**config.mk**
```make
export PLATFORM = sky130hd
export DESIGN_NAME = sgi_div_cell
export DESIGN_NICKNAME = d
export VERILOG_FILES = /design/src/rtl/sgi_pkg.sv /design/src/rtl/sgi_div_cell.sv
export SDC_FILE = /design/constraint.sdc
export NUM_CORES = 1
export LEC_CHECK = 0
export BUFFER_PORTS_ARGS = -buffer_cell sky130_fd_sc_hd__buf_4
export CAP_MARGIN = 30
export CORE_AREA = 4 4 168 170
export DETAILED_ROUTE_END_ITERATION = 7
export DIE_AREA = 0 0 172 174
export HOLD_SLACK_MARGIN = 0.12
export PLACE_DENSITY = 0.81
export SYNTH_ARGS = -nofsm -noshare
export SYNTH_HDL_FRONTEND = slang
export SYNTH_SLANG_ARGS = --single-unit
```
**constraint.sdc**
```tcl
create_clock -name clk -period 3.9 [get_ports clk]
set_input_delay 0.78 -clock clk [delete_from_list [all_inputs] [get_ports clk]]
set_output_delay 0.78 -clock clk [all_outputs]
set_load 0.02 [all_outputs]
```
**src/rtl/sgi_pkg.sv**
```systemverilog
`timescale 1ns / 1ps
`default_nettype none
package sgi_pkg;

  localparam int COORD_BITS_DEF = 16;
  localparam int DIV_STEPS      = 33;
  localparam int OUT_BITS       = 32;

  typedef enum logic [1:0] {
    KIND_NONE     = 2'd0,
    KIND_PROPER   = 2'd1,
    KIND_VERTEX   = 2'd2,
    KIND_PARALLEL = 2'd3
  } kind_t;

  typedef enum logic [1:0] {
    PL_BELOW = 2'd0,
    PL_IN    = 2'd1,
    PL_ABOVE = 2'd2,
    PL_END   = 2'd3
  } place_t;

  // Control that travels beside the data through the divider cells.
  typedef struct packed {
    logic  valid;
    kind_t kind;
    logic  negx;
    logic  negy;
    logic  clipx;
    logic  clipy;
  } ctl_t;

endpackage
`default_nettype wire

```
**src/rtl/sgi_div_cell.sv**
```systemverilog
`timescale 1ns / 1ps
`default_nettype none
module sgi_div_cell #(
  parameter int NW    = 55,
  parameter int DW    = 36,
  parameter int SHIFT = 0
) (
  input  wire logic                             clk,
  input  wire logic                             rst,
  input  wire logic                             en,
  input  sgi_pkg::ctl_t                         ctl_in,
  input  wire logic [NW-1:0]                    rx_in,
  input  wire logic [NW-1:0]                    ry_in,
  input  wire logic [DW-1:0]                    den_in,
  input  wire logic [sgi_pkg::DIV_STEPS-1:0]    qx_in,
  input  wire logic [sgi_pkg::DIV_STEPS-1:0]    qy_in,
  output sgi_pkg::ctl_t                         ctl_out,
  output logic [NW-1:0]                         rx_out,
  output logic [NW-1:0]                         ry_out,
  output logic [DW-1:0]                         den_out,
  output logic [sgi_pkg::DIV_STEPS-1:0]         qx_out,
  output logic [sgi_pkg::DIV_STEPS-1:0]         qy_out
);

  localparam int CW = NW + sgi_pkg::DIV_STEPS + 1;

  logic [CW-1:0] dsh;
  logic          gx, gy;
  logic [sgi_pkg::DIV_STEPS-1:0] qx_next, qy_next;

  always_comb begin
    dsh = CW'(den_in) << SHIFT;
    gx  = CW'(rx_in) >= dsh;
    gy  = CW'(ry_in) >= dsh;
    qx_next = qx_in;
    qy_next = qy_in;
    qx_next[SHIFT] = gx;
    qy_next[SHIFT] = gy;
  end

  always_ff @(posedge clk) begin
    if (rst) begin
      ctl_out.valid <= 1'b0;
    end else if (en) begin
      ctl_out.valid <= ctl_in.valid;
    end
    if (en) begin
      ctl_out.kind  <= ctl_in.kind;
      ctl_out.negx  <= ctl_in.negx;
      ctl_out.negy  <= ctl_in.negy;
      ctl_out.clipx <= ctl_in.clipx;
      ctl_out.clipy <= ctl_in.clipy;
      den_out       <= den_in;
      rx_out        <= gx ? NW'(CW'(rx_in) - dsh) : rx_in;
      ry_out        <= gy ? NW'(CW'(ry_in) - dsh) : ry_in;
      qx_out        <= qx_next;
      qy_out        <= qy_next;
    end
  end

endmodule
`default_nettype wire
```
==> results of run 1 <==
## power by group through the flow
| stage | Combinational, mW | Sequential (mW) | Clock (mW) |
|---|---|---|---|
| finish | 2.05 | 2.99 | 2.49 |
| global route | 2.20 | 3.01 | 2.63 |
| CTS | 2.05 | 2.99 | 2.54 |
| detailed placement | 2.03 | 3.03 | 0 |
| global placement | 2.01 | 3.03 | 0 |
| floorplan | 0.756 | 3.36 | 0 |
## Yosys cell counts, types with 3 or more instances
master       n  area, um^2
a211oi_1     6        45.0
a21boi_0     7        52.6
a21o_1      34         255
a21oi_1    142         711
a31oi_1     12        75.1
and2_1       8        50.1
and3_1      12        75.1
and4_1       5        43.8
buf_2       15        75.1
clkbuf_1    30         113
edfxtp_1   218        6550
ha_1        72         901
inv_1       65         244
inv_2        3        11.3
mux2_2       5        56.3
nand2_1     80         300
nand2b_1     6        37.5
nand3_1     24         120
nand3b_1     4        30.0
nand4_1     28         175
nor2_1     124         465
nor2b_1      6        37.5
nor3_1      15        75.1
nor3_2       3        30.0
nor4_1       9        56.3
nor4_2       4        50.1
o2111ai_1    3        26.3
o211ai_1     6        45.0
o21a_1       5        37.5
o21ai_0     47         235
o21ai_2      3        26.3
o21bai_1    11        82.6
o22ai_1      6        37.5
or2_2        4        25.0
or3_1        3        18.8
or4_1        4        30.0
xnor2_1     60         526
xor2_1      40         350
## state kept, by name, summed over array words and instances (netlist names)
name     count
den_out     36
rx_out      55
ctl_out      7
ry_out      55
qy_out      33
qx_out      33
## stage by stage
step / utilization (%) / worst slack, ns / hold slack, ns
floorplan: - / 0.303 / 0.579
global placement: 62.4 / 0.0543 / 0.477
detailed placement: 62.4 / -0.0990 / 0.509
CTS: 65.6 / 0.418 / 0.400
global route: 65.6 / 0.237 / 0.400
finish: 65.6 / 0.332 / 0.421
## worst max-delay path, cell delays in order
cell and delay (ns):
buf_4 0.12, inv_1 0.05, ha_1 0.17, inv_1 0.06, fa_1 0.38, a21o_1 0.21
a221oi_2 0.33, o21ai_2 0.12, a41o_1 0.30, a31oi_2 0.25, a31oi_1 0.25, a311oi_2 0.34
buf_4 0.19, nand3_1 0.12, xnor2_1 0.16
## cells in the final DEF, fill, tap and decap left out, drive strengths merged, types with 8 or more instances in the layout
master / count
a21o: 34
a21oi: 143
a31oi: 15
and2: 8
and3: 12
buf: 486
clkbuf: 27
edfxtp: 218
ha: 72
inv: 70
nand2: 80
nand3: 24
nand4: 29
nor2: 124
nor3: 18
nor4: 13
o21ai: 51
o21bai: 11
xnor2: 60
xor2: 40
## final cells by class
class / instances / area, um^2 / share of cell area [%]
antenna: 4 / 10.0 / 0.0571
clock buffer: 27 / 633 / 3.61
clock inverter: 18 / 234 / 1.33
inverter: 68 / 255 / 1.45
multi-input combinational: 853 / 5710 / 32.6
sequential: 219 / 6570 / 37.4
tap: 341 / 427 / 2.43
timing repair buffer: 486 / 3710 / 21.1
## how the worst max path moves through the flow
stage	to	from	cells after the start	slack [ns]
3_3_place_gp	rx_out[54]	rx_in[0]	15	0.05
5_1_grt	ry_out[48]	ry_in[0]	15	0.24
3_5_place_dp	ry_out[48]	ry_in[0]	15	-0.1
4_1_cts	ry_out[48]	ry_in[0]	15	0.42
2_1_floorplan	ry_out[48]	ry_in[0]	13	0.30
6_report	ry_out[48]	ry_in[0]	15	0.33
## metal layers
layer,vias to the layer above,GRT usage (%)
met1,5331,30.9
met4,0,13.1
li1,5359,-
met3,119,7.03
met5,-,0
met2,595,47.1
## logic make-up after synthesis
group	Yosys count
compound gates	322
xor+xnor	100
fa+ha+maj	74
buf+inv	114
flops	219
mux	8
simple gates	349
==> flow_metrics.env, run 1 <==
export IMPL_status="finished, final reports clean"
export IMPL_powerDensity_nw_per_um2=429
export IMPL_cts_sinks=219
export IMPL_syn_num_nets=1482
export IMPL_die_area_um2=29900
export IMPL_first_iter_violations=844
export IMPL_wl_mm=43.0
export IMPL_synth_flop_cell="edfxtp_1"
export IMPL_synth_compound_area_share_pct=16.2
export IMPL_ys_seq_area_share_pct=51.6
export IMPL_vias=11400
export IMPL_synth_area_um2=12700
export IMPL_grt_pass1_vias=11400
export IMPL_r2r_end="ctl_out[6]"
export IMPL_critical_path_class="input port to register"
export IMPL_clk_pin_slew_worst_paths_ns=0.06
export IMPL_hpwl_mm=34.2
export IMPL_fin_crit_sh_pct=91.5
export IMPL_leakagePower_nw=7.56
export IMPL_row_count=60
export IMPL_final_area_um2=17500
export IMPL_synth_top_family_by_area="compound AO/OA/AOI/OAI gates"
export IMPL_synth_xor_area_share_pct=6.88
export IMPL_syn_to_final_growth_pct=37.9
export IMPL_p_int_mw=5.30
export IMPL_yosysWarningCount=0
export IMPL_grt_start_max_net_pins=98
export IMPL_htreeDepth=1
export IMPL_wl_met1_mm=15.2
export IMPL_cts_tree="done"
export IMPL_relSlewSlack_pct=42.7
export IMPL_max_slew_worst_pin_slew_ns=0.852
export IMPL_ios=441
export IMPL_cp_arrival_ns=3.83
export IMPL_grt_pass1_wl_mm=63.7
export IMPL_cts_buffers=25
export IMPL_rsz0062_at_grt="no"
export IMPL_start_util_pct=47.6
export IMPL_clock_latency_ns=0.51
export IMPL_postCtsSetupRepairBufs=0
export IMPL_finalSetupTns_ns=0
export IMPL_cts_max_path_buffers=3
export IMPL_setup_violations=0
export IMPL_clkPwrFrac_pct=33.1
export IMPL_met2_length_mm=21.3
export IMPL_routed_top_layer="met4"
export IMPL_avgSynthCellArea_um2=10.7
export IMPL_r2r_cells=2
export IMPL_end_kind="register"
export IMPL_synthSimpleGateAreaFrac_pct=13.7
export IMPL_grt_total_usage_pct=27.2
export IMPL_min_path_cells=2
export IMPL_irDropWorstVdd_uv=340
export IMPL_sw_frac_of_total_pct=29.7
export IMPL_stdcell_count=2016
export IMPL_die_w_um=172
export IMPL_placed_cell_area_um2=16700
export IMPL_cap_violations=0
export IMPL_ys_ff_latch=219
export IMPL_synthMuxAreaShare_pct=0.698
export IMPL_synthArstFlopShare_pct=0
export IMPL_antenna_found_initial=4
export IMPL_dp_cells=1967
export IMPL_cts_resized=0
export IMPL_synth_adder_area_share_pct=7.39
export IMPL_synth_distinct_cells=81
export IMPL_viasPerCell=5.66
export IMPL_fp_dieH_um=174
export IMPL_worst_hold_path_endpoint="ctl_out[6]"
export IMPL_cp_required_ns=4.16
export IMPL_rr_startpoint="ctl_out[6]"
export IMPL_drtPass1Iterations=6
export IMPL_combinationalPowerShare_pct=27.3
export IMPL_cts_root_buffer="clkbuf_16"
export IMPL_drtAntennaViolNets=0
export IMPL_finClkSkew_ns=0
export IMPL_drive_gt1_share_pct=34.1
export IMPL_min_path_type="input port to register"
export IMPL_power_mw=7.53
export IMPL_slew_viol_final=0
export IMPL_finalNetCount=1949
export IMPL_portBuffers=438
export IMPL_fin_crit_ns=3.57
export IMPL_postCtsHoldBufs=0
export IMPL_start_kind="input port"
export IMPL_fmax_mhz=280
export IMPL_p_sw_mw=2.23
export IMPL_final_hold_viol_count=0
export IMPL_syn_instance_count=1186
export IMPL_seqPwrFrac_pct=39.7
export IMPL_core_um2=26700
export IMPL_gp_congestion=0.914
export IMPL_num_fill_cells=2052
export IMPL_synth_edf_count=218
export IMPL_drcViolationCount=0
export IMPL_min_from="rst"
export IMPL_worst_r2r_setup_slack_ns=3.32
export IMPL_routed_wl_met3_mm=4.23
export IMPL_crit_fanout=4
export IMPL_grt_overflow=0
export IMPL_avgRoutedWirePerCell_um=21.3
Power figures use the tool's default switching activity.
==> inputs of run 2 (changes only) <==
- MAX_ROUTING_LAYER: unset -> met4
==> run 2 against run 1 <==
Net effect:
- count of clock-buffer cells in the layout unchanged
- clock skew unchanged
- sequential share of layout area grew 0.16 points
==> flow_metrics.env, run 2 (same netlist as run 1, synthesis figures left out) <==
export IMPL_fp_dieH_um=174
export IMPL_drtAntennaViolNets=0
export IMPL_drcViolationCount=0
export IMPL_wl_mm=42.7
export IMPL_syn_to_final_growth_pct=37.3
export IMPL_cp_buffers_inverters=4
export IMPL_antenna_found_initial=7
export IMPL_drtPass1Iterations=5
export IMPL_clk_pin_slew_worst_paths_ns=0.06
export IMPL_r2r_end="ctl_out[6]"
export IMPL_p_int_mw=5.08
export IMPL_critical_path_class="input port to register"
export IMPL_top_regs="rx_out: 55 flops, ry_out: 55 flops, den_out: 36 flops"
export IMPL_crit_family="compound AO/OA/AOI/OAI gates"
export IMPL_r2r_cells=2
export IMPL_multi_input_area_um2=5710
export IMPL_crit_fanout=28
export IMPL_fmax_mhz=292
export IMPL_status="finished, final reports clean"
export IMPL_die_area_um2=29900
export IMPL_final_area_um2=17500
export IMPL_grt_pass1_wl_mm=63.5
export IMPL_min_path_type="input port to register"
export IMPL_placed_cell_area_um2=16700
export IMPL_postCtsHoldBufs=0
export IMPL_power_mw=7.28
export IMPL_ios=441
export IMPL_hpwl_mm=34.1
export IMPL_final_common_cell="buf_4"
export IMPL_cts_sinks=219
export IMPL_crit_path_max_incr_delay_ns=0.53
export IMPL_seqCellArea_um2=6570
export IMPL_relSlewSlack_pct=37.2
export IMPL_cts_buffers=24
export IMPL_min_from="rst"
export IMPL_p_sw_mw=2.19
export IMPL_crit_slowest_cell="a2111o_1"
export IMPL_cts_root_buffer="clkbuf_16"
export IMPL_grt_overflow=0
export IMPL_min_path_cells=2
export IMPL_start_kind="input port"
export IMPL_num_fill_cells=2072
export IMPL_irDropWorstVdd_uv=287
export IMPL_worst_hold_path_endpoint="ctl_out[6]"
export IMPL_worst_r2r_setup_slack_ns=3.32
export IMPL_leakagePower_nw=7.53
export IMPL_path_depth=13
export IMPL_cts_tree="done"
export IMPL_finalNetCount=1951
export IMPL_slew_viol_final=0
export IMPL_grt_pass1_vias=11400
export IMPL_cts_resized=0
export IMPL_cp_required_ns=4.16
export IMPL_final_hold_viol_count=0
export IMPL_max_slew_worst_pin_slew_ns=0.933
export IMPL_combinationalPowerShare_pct=28.2
export IMPL_grt_total_usage_pct=27.8
export IMPL_seqPwrFrac_pct=41.1
export IMPL_rr_startpoint="ctl_out[6]"
export IMPL_cts_max_path_buffers=3
export IMPL_vias=11300
export IMPL_sw_frac_of_total_pct=30.1
export IMPL_rsz0062_at_grt="no"
export IMPL_row_count=60
export IMPL_portBuffers=438
export IMPL_clkPwrFrac_pct=30.7
export IMPL_cp_arrival_ns=3.69
export IMPL_powerDensity_nw_per_um2=416
export IMPL_postCtsSetupRepairBufs=0
export IMPL_cap_violations=0
export IMPL_first_iter_violations=828
export IMPL_cp_common_cell="buf_4"
export IMPL_gp_congestion=0.944
export IMPL_core_um2=26700
export IMPL_start_util_pct=47.6
export IMPL_most_common_layout_cells="484 x buf_4, 218 x edfxtp_1, 142 x a21oi_1"
export IMPL_die_w_um=172
export IMPL_avgRoutedWirePerCell_um=21.1
export IMPL_fin_crit_sh_pct=87.9
export IMPL_end_kind="register"
export IMPL_finClkSkew_ns=0
export IMPL_htreeDepth=1
export IMPL_grt_start_max_net_pins=93
export IMPL_viasPerCell=5.61
export IMPL_path_cells="buf_4 > inv_1 > ha_1 > nand3_1 > o22ai_1 > a21o_1 > a2111o_1 > a21bo_2 > a211oi_2 > inv_2 > buf_4 > nand4_1 > xnor2_1"
export IMPL_drive_gt1_share_pct=33.9
export IMPL_setup_violations=0
export IMPL_clock_latency_ns=0.51
export IMPL_fin_crit_ns=3.43
## run 2: worst max path at each step
stage / start / to / slack [ns]
CTS: den_in[6] / ry_out[39] / 0.53
detailed placement: den_in[6] / ry_out[39] / -0.01
global route: den_in[4] / ry_out[39] / 0.32
finish: den_in[6] / ry_out[39] / 0.47
global placement: ry_in[0] / ry_out[48] / 0.06
floorplan: ry_in[0] / ry_out[48] / 0.30
## run 2: power by group through the flow
stage                     Sequential, mW  Combinational, mW  Clock (mW)
final                               2.99               2.05        2.23
after global routing                3.01               2.20        2.39
after CTS                           2.99               2.05        2.28
after detailed placement            3.04               2.03           0
after global placement              3.03               2.01           0
after floorplan                     3.36              0.756           0
## run 2: area by class of cell
cell class	instances	area share [%]
clock inverters	16	0.745
repair buffers	489	21.3
inverters	68	1.46
diodes	7	0.100
multi-input cells	853	32.7
well taps	341	2.44
flip-flops and latches	219	37.6
clock buffers	27	3.62
## run 2: metrics by stage
stage                     setup TNS (ns)  utilization [%]  setup WS (ns)  instances  hold WS [ns]
after floorplan                        0                -          0.303       1186         0.579
after global placement                 0             62.4         0.0567       1970         0.478
after detailed placement         -0.0107             62.4        -0.0107       1970         0.492
after CTS                              0             65.3          0.529       2013         0.396
after global routing                   0             65.4          0.315       2020         0.398
final                                  0             65.4          0.471       2020         0.420
## run 2: per-layer routing
| layer | part of all wire [%] | track usage, % | routed length (um) | up-vias |
|---|---|---|---|---|
| met4 | 4.8 | 12.1 | 2050 | 0 |
| met5 | 0 | - | 0 | - |
| met3 | 8.8 | 6.32 | 3770 | 115 |
| li1 | - | - | - | 5355 |
| met2 | 50 | 47.4 | 21400 | 515 |
| met1 | 36 | 31.1 | 15400 | 5342 |
## run 2: worst reg2reg max path: cells and delay by family (launching register included)
family | cells | cell delay (ns)
flops | 1 | 0.31
mux | 1 | 0.12
simple gates | 1 | 0.05
